$ cat src/design/fsbs_pkg.sv
`timescale 1ns / 1ps

package fsbs_pkg;

	localparam int HOLD_WIDTH_DEFAULT = 12;
	localparam int LIMIT_WIDTH        = 12;
	localparam int INTERVAL_WIDTH     = 10;
	localparam int RUNS_WIDTH         = 4;
	localparam int CFG_INDEX_WIDTH    = 3;
	localparam int CFG_DATA_WIDTH     = 12;

	localparam logic [INTERVAL_WIDTH-1:0] INTERVAL_RESET  = INTERVAL_WIDTH'(50);
	localparam logic [RUNS_WIDTH-1:0]     RUNS_RESET      = RUNS_WIDTH'(10);
	localparam logic [LIMIT_WIDTH-1:0]    BOTH_HOLD_RESET = LIMIT_WIDTH'(1000);
	localparam logic [LIMIT_WIDTH-1:0]    BOOT_HOLD_RESET = LIMIT_WIDTH'(3000);

	localparam logic [CFG_INDEX_WIDTH-1:0] REG_BLINK_INTERVAL = CFG_INDEX_WIDTH'(0);
	localparam logic [CFG_INDEX_WIDTH-1:0] REG_BLINK_RUNS     = CFG_INDEX_WIDTH'(1);
	localparam logic [CFG_INDEX_WIDTH-1:0] REG_BOTH_HOLD      = CFG_INDEX_WIDTH'(2);
	localparam logic [CFG_INDEX_WIDTH-1:0] REG_BOOT_HOLD      = CFG_INDEX_WIDTH'(3);

	typedef struct packed {
		logic [INTERVAL_WIDTH-1:0] blink_interval;
		logic [RUNS_WIDTH-1:0]     blink_runs;
		logic [LIMIT_WIDTH-1:0]    both_hold_limit;
		logic [LIMIT_WIDTH-1:0]    boot_hold_limit;
	} cfg_t;

endpackage

$ cat src/design/fsbs_cfg_regs.sv
`timescale 1ns / 1ps

module fsbs_cfg_regs (
	input  logic                                 clk,
	input  logic                                 arst_n,
	input  logic                                 cfg_valid,
	output logic                                 cfg_ready,
	input  logic [fsbs_pkg::CFG_INDEX_WIDTH-1:0] cfg_index,
	input  logic [fsbs_pkg::CFG_DATA_WIDTH-1:0]  cfg_data,
	output fsbs_pkg::cfg_t                       cfg
);
	import fsbs_pkg::*;

	cfg_t cfg_q;

	assign cfg_ready = 1'b1;
	assign cfg       = cfg_q;

	always_ff @(posedge clk or negedge arst_n) begin
		if (!arst_n) begin
			cfg_q.blink_interval  <= INTERVAL_RESET;
			cfg_q.blink_runs      <= RUNS_RESET;
			cfg_q.both_hold_limit <= BOTH_HOLD_RESET;
			cfg_q.boot_hold_limit <= BOOT_HOLD_RESET;
		end else if (cfg_valid && cfg_ready) begin
			unique case (cfg_index)
				REG_BLINK_INTERVAL: cfg_q.blink_interval  <= cfg_data[INTERVAL_WIDTH-1:0];
				REG_BLINK_RUNS:     cfg_q.blink_runs      <= cfg_data[RUNS_WIDTH-1:0];
				REG_BOTH_HOLD:      cfg_q.both_hold_limit <= cfg_data[LIMIT_WIDTH-1:0];
				REG_BOOT_HOLD:      cfg_q.boot_hold_limit <= cfg_data[LIMIT_WIDTH-1:0];
				default: ; // drop writes to unused indexes
			endcase
		end
	end

endmodule

$ cat src/design/footswitch_toggle_and_blink_sequencer.sv
`timescale 1ns / 1ps
// The result of a tick beat is presented on the cycle after it is taken.
// Throughput: one tick beat per cycle while out_stall is low; the only limit is the
// single result register, which is refilled in the same cycle it is drained.
// Reset (arst_n low, asynchronous): effect off, both LEDs on, counters and blink run
// cleared, registers back to interval 50, runs 10, both-hold 1000, boot-hold 3000.

module footswitch_toggle_and_blink_sequencer #(
	parameter int HOLD_WIDTH = fsbs_pkg::HOLD_WIDTH_DEFAULT
) (
	input  logic                                 clk,
	input  logic                                 arst_n,
	input  logic                                 cfg_valid,
	output logic                                 cfg_ready,
	input  logic [fsbs_pkg::CFG_INDEX_WIDTH-1:0] cfg_index,
	input  logic [fsbs_pkg::CFG_DATA_WIDTH-1:0]  cfg_data,
	input  logic                                 in_valid,
	output logic                                 in_stall,
	input  logic                                 switch_one_pressed,
	input  logic                                 switch_two_pressed,
	output logic                                 out_valid,
	input  logic                                 out_stall,
	output logic                                 led_one_level,
	output logic                                 led_two_level,
	output logic                                 effect_enabled,
	output logic                                 boot_request,
	output logic                                 blinking
);
	import fsbs_pkg::*;

	localparam int CmpW = (HOLD_WIDTH > LIMIT_WIDTH) ? HOLD_WIDTH : LIMIT_WIDTH;

	cfg_t cfg;

	fsbs_cfg_regs u_cfg (
		.clk      (clk),
		.arst_n   (arst_n),
		.cfg_valid(cfg_valid),
		.cfg_ready(cfg_ready),
		.cfg_index(cfg_index),
		.cfg_data (cfg_data),
		.cfg      (cfg)
	);

	logic                      effect_q, led_one_q, led_two_q;
	logic [1:0]                prev_q;
	logic [HOLD_WIDTH-1:0]     hold_one_q, hold_two_q;
	logic                      active_q, phase_q;
	logic [RUNS_WIDTH-1:0]     blink_cnt_q;
	logic [INTERVAL_WIDTH-1:0] ival_cnt_q;
	logic                      boot_q;
	logic                      out_valid_q;

	logic                      effect_d, led_one_d, led_two_d;
	logic [HOLD_WIDTH-1:0]     hold_one_d, hold_two_d;
	logic                      active_d, phase_d;
	logic [RUNS_WIDTH-1:0]     blink_cnt_d;
	logic [INTERVAL_WIDTH-1:0] ival_cnt_d;
	logic                      boot_d;
	logic                      press_edge, start;
	logic [CmpW-1:0]           hold_one_x, hold_two_x, both_x, boot_x;

	logic in_fire, out_fire;

	// Take a new beat whenever the result register is empty or being drained.
	assign in_stall = out_valid_q && out_stall;
	assign in_fire  = in_valid && !in_stall;
	assign out_fire = out_valid_q && !out_stall;

	always_comb begin
		hold_one_d = '0;
		if (switch_one_pressed && prev_q[0])
			hold_one_d = (hold_one_q == '1) ? hold_one_q : hold_one_q + 1'b1;
		hold_two_d = '0;
		if (switch_two_pressed && prev_q[1])
			hold_two_d = (hold_two_q == '1) ? hold_two_q : hold_two_q + 1'b1;

		hold_one_x = CmpW'(hold_one_d);
		hold_two_x = CmpW'(hold_two_d);
		both_x     = CmpW'(cfg.both_hold_limit);
		boot_x     = CmpW'(cfg.boot_hold_limit);

		press_edge = switch_one_pressed && !prev_q[0];
		effect_d   = effect_q ^ press_edge;
		led_one_d  = press_edge ? !effect_d : led_one_q;
		led_two_d  = led_two_q;

		boot_d = switch_one_pressed && (hold_one_x > boot_x);

		start = !active_q && switch_one_pressed && switch_two_pressed &&
			(hold_one_x > both_x) && (hold_two_x > both_x);

		active_d    = active_q || start;
		blink_cnt_d = start ? '0 : blink_cnt_q;
		phase_d     = start ? 1'b0 : phase_q;
		ival_cnt_d  = ival_cnt_q;

		if (active_d) begin
			if (start)
				ival_cnt_d = '0;
			else if (ival_cnt_q != '1)
				ival_cnt_d = ival_cnt_q + 1'b1;
			if (ival_cnt_d >= cfg.blink_interval) begin
				phase_d    = !phase_d;
				led_one_d  = !phase_d;
				led_two_d  = !phase_d;
				ival_cnt_d = '0;
				// count a blink each time the phase comes back to low
				if (!phase_d) begin
					blink_cnt_d = blink_cnt_d + 1'b1;
					if (blink_cnt_d >= cfg.blink_runs) begin
						active_d    = 1'b0;
						led_one_d   = !effect_d;
						led_two_d   = 1'b1;
						blink_cnt_d = '0;
						phase_d     = 1'b0;
					end
				end
			end
		end
	end

	always_ff @(posedge clk or negedge arst_n) begin
		if (!arst_n) begin
			effect_q    <= 1'b0;
			led_one_q   <= 1'b1;
			led_two_q   <= 1'b1;
			prev_q      <= '0;
			hold_one_q  <= '0;
			hold_two_q  <= '0;
			active_q    <= 1'b0;
			phase_q     <= 1'b0;
			blink_cnt_q <= '0;
			ival_cnt_q  <= '0;
			boot_q      <= 1'b0;
		end else if (in_fire) begin
			effect_q    <= effect_d;
			led_one_q   <= led_one_d;
			led_two_q   <= led_two_d;
			prev_q      <= {switch_two_pressed, switch_one_pressed};
			hold_one_q  <= hold_one_d;
			hold_two_q  <= hold_two_d;
			active_q    <= active_d;
			phase_q     <= phase_d;
			blink_cnt_q <= blink_cnt_d;
			ival_cnt_q  <= ival_cnt_d;
			boot_q      <= boot_d;
		end
	end

	always_ff @(posedge clk or negedge arst_n) begin
		if (!arst_n) begin
			out_valid_q <= 1'b0;
		end else if (in_fire) begin
			out_valid_q <= 1'b1;
		end else if (out_fire) begin
			out_valid_q <= 1'b0;
		end
	end

	// State only moves on an accepted beat, so it doubles as the held result.
	assign out_valid      = out_valid_q;
	assign led_one_level  = led_one_q;
	assign led_two_level  = led_two_q;
	assign effect_enabled = effect_q;
	assign boot_request   = boot_q;
	assign blinking       = active_q;

	a_idle_clean: assert property (@(posedge clk) disable iff (!arst_n)
		!active_q |-> (ival_cnt_q == '0 && phase_q == 1'b0 && blink_cnt_q == '0))
		else $error("blink counters not cleared outside a run");

	a_boot_needs_press: assert property (@(posedge clk) disable iff (!arst_n)
		(in_fire && !switch_one_pressed) |=> (!boot_request && hold_one_q == '0))
		else $error("boot request or hold count survives a release");

	a_edge_toggles: assert property (@(posedge clk) disable iff (!arst_n)
		(in_fire && switch_one_pressed && !prev_q[0]) |=> (effect_q != $past(effect_q)))
		else $error("press edge did not toggle the effect");

	a_no_edge_holds: assert property (@(posedge clk) disable iff (!arst_n)
		(in_fire && !(switch_one_pressed && !prev_q[0])) |=> $stable(effect_q))
		else $error("effect changed without a press edge");

	a_result_follows_beat: assert property (@(posedge clk) disable iff (!arst_n)
		in_fire |=> out_valid)
		else $error("accepted beat produced no result");

endmodule

$ cat config.mk
export PLATFORM = sky130hd
export DESIGN_NAME = footswitch_toggle_and_blink_sequencer
export DESIGN_NICKNAME = d
export VERILOG_FILES = /design/src/design/fsbs_pkg.sv /design/src/design/fsbs_cfg_regs.sv /design/src/design/footswitch_toggle_and_blink_sequencer.sv
export SDC_FILE = /design/constraint.sdc
export NUM_CORES = 1
export LEC_CHECK = 0
export ABC_AREA = 1
export BUFFER_PORTS_ARGS = -buffer_cell sky130_fd_sc_hd__buf_4
export CAP_MARGIN = 20
export CORE_ASPECT_RATIO = 2
export CORE_MARGIN = 3
export CORE_UTILIZATION = 58
export CTS_BUF_LIST = sky130_fd_sc_hd__clkbuf_8
export CTS_CLUSTER_SIZE = 16
export DETAILED_ROUTE_END_ITERATION = 10
export GPL_TIMING_DRIVEN = 1
export PLACE_DENSITY = 0.79
export SYNTH_ARGS = -nofsm -noshare
export SYNTH_HDL_FRONTEND = slang
export SYNTH_SLANG_ARGS = --single-unit
$ cat constraint.sdc
create_clock -name clk -period 3.7 [get_ports clk]
set_input_delay 0.74 -clock clk [delete_from_list [all_inputs] [get_ports clk]]
set_output_delay 0.74 -clock clk [all_outputs]
set_load 0.005 [all_outputs]
==> results.yml, run 1 <==
run_status:
  status: "complete, but fails checks"
  violations: "setup timing"
worst_setup_path:
  critical-path-max-stage-delay_ns: 0.39
  cp.required_ns: 4.01
  crit_start: "hold_one_q[0]"
  r2r_start: "hold_one_q[0]"
  crit_family: "simple AND/OR/NAND/NOR gates"
  crit_cells: 30
  cp.arrival_ns: 4.72
  crit_type: "flop to flop"
  worstSetupEndpointType: "flop"
  critPathSlowestCell: "dfrtp_1"
  r2r-end: "blink_cnt_q[3]"
  cp_num_buf_inv: 7
  reg2reg_slack_ns: -0.70
  crit_path_max_fanout: 6
  worst_path_most_repeated_cell: "nand2_1"
  r2r_cells: 30
  startpoint_type: "flop"
clocking:
  htreeDepth: 3
  cts_tree: "yes"
  clk_pin_slew_ns: 0.09
  cts_root_buf: "clkbuf_8"
  clkLatencyLatePin_ns: 0.38
  cts.sinks: 85
  cts_hold_buf: 0
  cts_buffers: 9
  cts_buffer_depth: 2
layout:
  fin_cells: 1051
  drive_gt1_share_pct: 36.48
  area_delta_synth_final_pct: 40.31
  fin_util_pct: 83.72
  layout.nets: 992
  diodes: 0
synth:
  synth_nets: 843
  synth_largest_area_cell: "dfrtp_1"
  synth_cell_type_count: 41
  syn-instance-count: 767
  synthAdderAreaFrac_pct: 11.99
  synthMostInstantiatedCell: "nand2_1"
  syn_avg_cell_area_um2: 7.349
  yosysSeqAreaShare_pct: 38.18
  yosys_most_used_dff: "dfrtp_1"
  ys_warn_count: 0
  muxShareOfSynthArea_pct: 0
  synth_top_area_share_pct: 28.86
  synth_top_family_by_area: "simple AND/OR/NAND/NOR gates"
  synthXorXnorAreaFrac_pct: 1.398
  ys_ff_latch: 85
  synth_edf_count: 0
  async_flop_share_pct: 100.0
  ys_top_cells_by_area: "dfrtp_1 29%, nand2_1 14%, ha_1 12%"
  synth_compound_area_share_pct: 13.63
  synthesis.area_um2: 5637
  synth-simple-area-share_pct: 23.71
  synth.top_cells.by_count: "213 x nand2_1, 135 x inv_1, 65 x dfrtp_1"
timing:
  period_share_pct: 119.0
  fin_crit_ns: 4.403
  fmax_mhz: 227.1
  max-slew-margin-rel_pct: 45.30
  finalHoldViolations: 0
  setup_slack_ns: -0.7034
  slew_viol_final: 0
  rsz0062_at_grt: "true"
  worstMarginPinSlew_ns: 0.8182
  fin_worst_skew_ns: 0.01341
  whs_ns: 0.1892
  finalSetupViolCount: 18
routing:
  detail_route.first_pass.iterations: 5
  num_vias: 5914
  wl_um: 17990
  initialDrtViolationCount: 388
  antenna_left: 0
  viasPerCell: 5.627
  drc: 0
  wl_per_cell_um: 17.11
global_routing:
  grt_pass1_wl_um: 27900
  grtUsageTotal_pct: 33.14
  overflow: 0
  grt_max_degree: 86
  antenna_found_initial: 0
  grt_pass1_vias: 6027
power_and_ir_drop:
  power.leakage_uw: 0.004061
  powerDensity_nw_per_um2: 502.8
  ir_worst_vdd_mv: 0.4844
floorplan:
  die_w_um: 75.71
  fp-row-count: 50
  core_um2: 9447
  die_y_um: 145.4
  initial_core_util_pct: 59.67
  die_area_um2: 11010
  pin_count: 30
placed_design:
  pre_cts_slack_ns: -0.7211
  hpwl_um: 10950
  portBuffers: 28
  gp_congestion: 0.9000
  place_inst: 998
run:
  maxCapViolCount: 0
min_path:
  min-delay-path-class: "input port to async pin"
layout by cell type, fill, tap and decap left out, drive strengths merged, types with 10 or more instances in the layout:
cell type    n
nand2      218
nor3        10
buf        154
dfstp       20
inv        143
clkbuf      10
dfrtp       65
ha          54
nor2        37
a21oi       31
o21ai       88
nand3       37
timing repair:
item / 4_1_cts / 5_1_grt
setup buffers: 18 / 16
gates resized for setup: 109 / 54
gates cloned: 3 / 0
pin swaps: 35 / 43
setup endpoints to repair: 18 / 18
worst reg2reg max path: cells and delay by family, from the launching register on:
kind	cells	cell delay (ns)
flip-flops	1	0.39
adder cells (fa/ha/maj)	2	0.55
AND/OR/NAND/NOR	16	1.74
buffers and inverters	7	0.80
XOR/XNOR	1	0.21
AO/OA/AOI/OAI	4	0.66
per-stage QoR:
stage / instance area, um2 / setup TNS [ns] / power [uW]
3_5_place_dp: 6664 / -10.93 / 2390
6_report: 7909 / -10.65 / 3977
2_1_floorplan: 5687 / -2.854 / 1958
3_3_place_gp: 6664 / -9.114 / 2333
4_1_cts: 7560 / -8.736 / 3682
5_1_grt: 7909 / -14.16 / 4167
layout make-up:
class                   count  area (um2)
fillers                   520        1538
repair buffers            154        1227
well taps                 130       162.7
inverters                 143       561.8
clock buffers              10       137.6
clock inverters             6       102.6
multi-input cells         523        3565
flip-flops and latches     85        2152
cells by family after synthesis:
family / after synthesis
xor gates and xnor gates: 9
and+or+nand+nor: 316
other: 1
DFF: 85
AOI/OAI and AO/OA: 141
adders and majority gates: 54
buffers and inverters: 161
worst max-delay path by stage:
stage	to	slack, ns
final	blink_cnt_q[3]	-0.70
after global routing	blink_cnt_q[0]	-0.89
after CTS	blink_cnt_q[2]	-0.56
after detailed placement	led_one_level	-0.72
after global placement	led_one_level	-0.63
after floorplan	blink_cnt_q[0]	-0.32
sequential cells by signal, summed over array words and instances, names as in the netlist, 2 cells and up:
signal / flops
blink_cnt_q: 4
hold_one_q: 12
hold_two_q: 12
ival_cnt_q: 10
prev_q: 2
u_cfg.cfg: 38
per-layer routing:
metal / GRT usage (%) / part of all wire [%]
met1: 33.99 / 34
met2: 57.06 / 54
met3: 5.118 / 4.6
met4: 24.34 / 8.0
met5: 0 / 0
where the power goes:
part | leakage (uW) | internal (uW) | switching (uW)
clock network | 0.000129 | 462 | 360
logic | 0.00286 | 838 | 1060
registers | 0.00107 | 1120 | 134
total | 0.00406 | 2420 | 1550
No activity file was read; power rests on OpenSTA's default activity.
==> inputs of run 2 (changes only) <==
Settings changed: ABC_AREA 1 to default, CAP_MARGIN 20 to 5, CORE_MARGIN 3 to 2.
==> run 2 against run 1 <==
Effect of this change: the flow still finishes with violations (setup timing); clock-buffer cell count down 1; final cell count shrank 11%; sequential power down 9.5%; wire length is 9.3% higher; sequential share of layout area down 0.55 points; fmax fell by 11%; register-to-register slack lost 0.57 ns; highest routed layer unchanged.
==> results.yml, run 2 <==
synth:
  yosys_most_used_dff: "dfrtp_1"
  synth_top_family_by_area: "simple AND/OR/NAND/NOR gates"
  synth_largest_area_cell: "dfrtp_1"
  synth_cell_type_count: 72
  synthMostInstantiatedCell: "nand2_1"
  synth_nets: 697
  synthesis.area_um2: 5728
  ys_top_cells_by_area: "dfrtp_1 28%, ha_1 12%, dfstp_2 9.2%"
  synthAdderAreaFrac_pct: 11.80
  ys_warn_count: 0
  yosysSeqAreaShare_pct: 37.57
  syn_avg_cell_area_um2: 9.224
  synth_top_area_share_pct: 28.40
  synthXorXnorAreaFrac_pct: 3.670
  synth_edf_count: 0
  muxShareOfSynthArea_pct: 5.002
  async_flop_share_pct: 100.0
  ys_ff_latch: 85
  synth_compound_area_share_pct: 17.91
  synth.top_cells.by_count: "69 x nand2_1, 65 x dfrtp_1, 54 x ha_1"
  syn-instance-count: 621
  synth-simple-area-share_pct: 19.29
timing:
  max-slew-margin-rel_pct: 29.77
  slew_viol_final: 0
  fmax_mhz: 201.2
  fin_worst_skew_ns: 0.01602
  rsz0062_at_grt: "true"
  whs_ns: 0.5169
  setup_slack_ns: -1.271
  finalHoldViolations: 0
  fin_crit_ns: 4.971
  period_share_pct: 134.4
  setup_tns_ns: -20.47
  worstMarginPinSlew_ns: 1.053
  finalSetupViolCount: 18
floorplan:
  core_um2: 9699
  fp-row-count: 51
  pin_count: 30
  die_area_um2: 10740
  initial_core_util_pct: 59.06
  die_w_um: 74.27
  die_y_um: 144.5
routing:
  antenna_left: 0
  num_vias: 5909
  viasPerCell: 6.347
  wl_per_cell_um: 21.12
  drc: 0
  wl_um: 19660
  detail_route.first_pass.iterations: 6
  initialDrtViolationCount: 513
global_routing:
  grt_max_degree: 81
  grt_pass1_wl_um: 28750
  grt_pass1_vias: 6119
  grtUsageTotal_pct: 35.57
  overflow: 0
  antenna_found_initial: 0
clocking:
  cts_hold_buf: 0
  cts_buffer_depth: 2
  cts_tree: "yes"
  clkLatencyLatePin_ns: 0.39
  cts.sinks: 85
  htreeDepth: 3
  cts_root_buf: "clkbuf_8"
  clk_pin_slew_ns: 0.10
  cts_buffers: 9
worst_setup_path:
  crit_path_max_fanout: 7
  startpoint_type: "flop"
  cp.required_ns: 3.95
  reg2reg_slack_ns: -1.27
  crit_type: "flop to flop"
  critPathSlowestCell: "o41ai_4"
  critical-path-max-stage-delay_ns: 0.45
  worstSetupEndpointType: "flop"
  r2r_start: "hold_two_q[0]"
  r2r_cells: 25
  cp.arrival_ns: 5.22
  r2r-end: "blink_cnt_q[1]"
power_and_ir_drop:
  clockPowerShare_pct: 27.6
  ir_worst_vdd_mv: 0.3490
  p_seq_share_pct: 42.1
  switching_power_uw: 883.3
  p_sw_share_pct: 32.70
  powerDensity_nw_per_um2: 334.6
  p_int_uw: 1818
  power.leakage_uw: 0.003704
  power_frac_comb_pct: 30.3
run:
  maxCapViolCount: 0
layout:
  layout_commonest_cell: "buf_4"
  drive_gt1_share_pct: 42.93
  area_delta_synth_final_pct: 40.93
  layout.nets: 870
  fin_util_pct: 83.23
  final_cell_mix: "172 x buf_4, 65 x nand2_1, 65 x dfrtp_1"
  largest_reg_flops: 38
  fill_cells: 508
  diodes: 0
  final_area_um2: 8073
run_status:
  violations: "setup timing"
  status: "complete, but fails checks"
placed_design:
  portBuffers: 28
  placed_cell_area_um2: 6958
  gp_congestion: 0.9589
  hpwl_um: 11890
min_path:
  min-delay-path-class: "input port to async pin"
-- run 2: cell families (layout without fill, tap and decap cells) --
group,count (synthesis),count (layout)
AO/OA/AOI/OAI,150,150
multiplexers,26,26
flip-flops,85,85
buffers and inverters,65,243
XOR/XNOR,24,24
other,1,1
AND/OR/NAND/NOR,216,216
adder cells (fa/ha/maj),54,54
-- run 2: metrics by stage --
step | std cells | power (uW) | setup slack (ns)
final | 931 | 2701 | -1.271
after global routing | 931 | 2806 | -1.399
after floorplan | 621 | 1508 | -0.8142
after global placement | 867 | 1750 | -1.019
after CTS | 926 | 2566 | -0.9147
after detailed placement | 867 | 1793 | -1.224
-- run 2: per-layer routing --
| metal | wire, um | global-route usage (%) | up-vias |
|---|---|---|---|
| met5 | 0 | 0 | - |
| met4 | 1460 | 25.85 | 0 |
| met3 | 1133 | 5.714 | 130 |
| met2 | 10560 | 65.08 | 341 |
| met1 | 6505 | 34.25 | 2860 |
| li1 | - | - | 2578 |
-- run 2: layout make-up --
type,count,area [um2],share of cell area [%]
tap,132,165.2,2.046
clock buffer,9,123.9,1.534
inverter,39,146.4,1.813
clock inverter,7,90.09,1.116
multi-input combinational,471,3897,48.28
sequential,85,2152,26.66
timing repair buffer,188,1498,18.55
-- run 2: critical path, delay by kind of cell (launching register included) --
family,cells,cell delay [ns]
compound gates,8,1.60
simple gates,8,1.22
buf+inv,6,0.89
fa+ha+maj,3,0.72
flops,1,0.41
-- run 2: worst max-delay path by stage --
stage / startpoint / to / depth (start not counted)
after floorplan: hold_one_q[0] / phase_q / 23
final: hold_two_q[0] / blink_cnt_q[1] / 25
after global routing: hold_two_q[0] / ival_cnt_q[0] / 23
after detailed placement: hold_one_q[10] / blink_cnt_q[3] / 22
after CTS: hold_two_q[1] / blink_cnt_q[1] / 23
after global placement: hold_one_q[10] / blink_cnt_q[3] / 22
-- run 2: power by group through the flow --
stage / registers [uW] / clock network [uW] / logic, uW
CTS: 1130 / 736 / 699
global placement: 1140 / 0 / 611
finish: 1140 / 746 / 819
detailed placement: 1150 / 0 / 647
global route: 1150 / 779 / 880
floorplan: 1140 / 0 / 370
-- run 2: timing repair --
| action | in CTS | in global routing |
|---|---|---|
| resized for setup | 68 | 35 |
| setup endpoints to repair | 18 | 19 |
| pin swaps | 64 | 53 |
| setup buffers | 46 | 16 |
==> inputs of run 3 (changes only) <==
Settings changed: ABC_CLOCK_PERIOD_IN_PS from default to 3700, SYNTH_HIERARCHICAL from default to 1.
==> run 3 against run 2 <==
Effect of this change: the run still ends with setup timing left; non-clock buffer count shrank 16; sequential share of layout area grew 0.22 points; first-iteration DRC count shrank 19%; critical endpoint is now ival_cnt_q[2]; sequential power grew 5%.
==> results.yml, run 3 <==
run_status:
  status: "complete, but fails checks"
  violations: "setup timing"
synth:
  synth_largest_area_cell: "dfrtp_1"
  syn_avg_cell_area_um2: 9.485
  ys_warn_count: 6
  ys_ff_latch: 85
  ys_top_cells_by_area: "dfrtp_1 28%, ha_1 11%, dfstp_2 8.9%"
  synth_top_area_share_pct: 27.66
  synth_edf_count: 0
  syn-instance-count: 620
  yosysSeqAreaShare_pct: 36.60
  synth_nets: 694
  synthMostInstantiatedCell: "nand2_1"
  synthesis.area_um2: 5881
  synth_cell_type_count: 70
  yosys_most_used_dff: "dfrtp_1"
  async_flop_share_pct: 100.0
  synth.top_cells.by_count: "69 x nand2_1, 65 x dfrtp_1, 52 x ha_1"
worst_setup_path:
  worstSetupEndpointType: "flop"
  cp.arrival_ns: 5.22
  crit_path_max_fanout: 6
  cp.required_ns: 3.98
  cp_num_buf_inv: 2
  reg2reg_slack_ns: -1.23
  crit_type: "flop to flop"
  startpoint_type: "flop"
  critPathSlowestCell: "dfrtp_1"
  crit_family: "compound AO/OA/AOI/OAI gates"
  r2r-end: "ival_cnt_q[2]"
  r2r_cells: 25
  r2r_start: "hold_one_q[0]"
  worst_path_most_repeated_cell: "o21ai_1"
  critical-path-max-stage-delay_ns: 0.44
clocking:
  cts_hold_buf: 0
  clk_pin_slew_ns: 0.10
  htreeDepth: 3
  cts_root_buf: "clkbuf_8"
  cts_buffer_depth: 2
  cts.sinks: 85
  cts_tree: "yes"
  clkLatencyLatePin_ns: 0.38
  cts_buffers: 9
power_and_ir_drop:
  power.leakage_uw: 0.003672
  ir_worst_vdd_mv: 0.3499
  powerDensity_nw_per_um2: 375.6
layout:
  largest_reg_flops: 38
  diodes: 0
  layout.nets: 854
  fin_util_pct: 79.91
  area_delta_synth_final_pct: 36.15
  final_area_um2: 8006
  layout_commonest_cell: "buf_4"
  drive_gt1_share_pct: 43.95
  final_cell_mix: "161 x buf_4, 65 x dfrtp_1, 63 x nand2_1"
timing:
  setup_slack_ns: -1.233
  finalHoldViolations: 0
  rsz0062_at_grt: "true"
  worstMarginPinSlew_ns: 1.123
  fin_worst_skew_ns: 0.01131
  finalSetupViolCount: 18
  max-slew-margin-rel_pct: 25.16
  whs_ns: 0.4889
  period_share_pct: 133.3
  fmax_mhz: 202.7
  setup_tns_ns: -20.64
  slew_viol_final: 0
  fin_crit_ns: 4.933
placed_design:
  gp_congestion: 0.9237
  hpwl_um: 12990
  portBuffers: 28
  placed_cell_area_um2: 7163
routing:
  dr_wl_met3_um: 859
  wl_per_cell_um: 21.62
  met2_length_um: 10620
  wl_met1_um: 6411
  viasPerCell: 6.302
  num_vias: 5798
  highest-signal-layer: "met4"
  detail_route.first_pass.iterations: 6
  wl_um: 19890
  antenna_left: 0
  drc: 0
  initialDrtViolationCount: 414
min_path:
  holdPathEnd: "led_two_level"
  min-delay-path-class: "flop to flop"
  min_path_cells: 2
  min_from: "led_two_level"
global_routing:
  grt_pass1_wl_um: 29860
  grt_pass1_vias: 6106
  antenna_found_initial: 0
  grt_max_degree: 86
  overflow: 0
  grtUsageTotal_pct: 36.12
floorplan:
  core_um2: 10020
  pin_count: 30
  fp-row-count: 52
  initial_core_util_pct: 58.69
  die_y_um: 146.4
  die_w_um: 75.20
  die_area_um2: 11010
run:
  maxCapViolCount: 0
run 3: cell count changes after synthesis, sizes merged, moves of 5 or more:
| cell | change |
|---|---|
| and3 | +5 |
| o21ai | -14 |
| nor2 | -7 |
| xor2 | -6 |
| xnor2 | +6 |
| a21oi | +9 |
| mux2 | +23 |
| a31oi | +7 |
| nor3 | -6 |
| o31ai | -7 |
run 3: metal layers:
| layer | vias up | track usage, % |
|---|---|---|
| met1 | 2811 | 36.49 |
| met2 | 301 | 63.90 |
| met4 | 0 | 25.70 |
| li1 | 2543 | - |
| met3 | 143 | 4.969 |
| met5 | - | 0 |
run 3: final cells by class:
cell class | count | area, um2
Timing Repair Buffer | 172 | 1345
Clock inverter | 6 | 62.56
Multi-Input combinational cell | 469 | 3979
Inverter | 43 | 161.4
Clock buffer | 10 | 137.6
Tap cell | 135 | 168.9
Sequential cell | 85 | 2152
Fill cell | 593 | 2013
run 3: repair_timing:
action	4_1_cts	5_1_grt
pin swaps	30	51
gates resized for setup	42	69
setup buffers	13	11
endpoints found under the setup margin	18	18
cloned	1	0
run 3: power breakdown:
| group | internal (uW) | total (uW) | switching [uW] |
|---|---|---|---|
| sequential | 1080 | 1200 | 116 |
| clock | 328 | 704 | 376 |
| combinational | 529 | 1100 | 576 |
run 3: how the worst max path moves through the flow:
stage,from,end,slack (ns),depth (start not counted)
final,hold_one_q[0],ival_cnt_q[2],-1.23,25
after CTS,hold_two_q[5],blink_cnt_q[2],-0.97,23
after detailed placement,hold_two_q[1],blink_cnt_q[2],-1.20,22
after floorplan,hold_one_q[0],blink_cnt_q[2],-0.97,24
after global placement,switch_two_pressed,blink_cnt_q[0],-0.94,20
after global routing,hold_one_q[1],ival_cnt_q[2],-1.34,25
run 3: per-stage QoR:
stage	setup slack [ns]	total power, uW	std cells
floorplan	-0.9685	1702	620
global placement	-0.9440	1947	881
detailed placement	-1.197	2013	881
CTS	-0.9716	2789	910
global route	-1.345	3115	920
finish	-1.233	3008	920
run 3: worst min-delay path: stages, from the launching register on:
cell     delay, ns
dfstp_2       0.38
nand2_1       0.06
o22ai_1       0.06
run 3: cells by family after synthesis:
family                     count (synthesis)  synth area share [%]
and+or+nand+nor                          211                 18.09
AOI/OAI and AO/OA                        133                 14.75
DFF                                       85                 36.60
buffers and inverters                     67                 5.021
adders and majority gates                 53                 11.23
muxes                                     46                 10.68
xor gates and xnor gates                  24                 3.574
other                                      1               0.06377
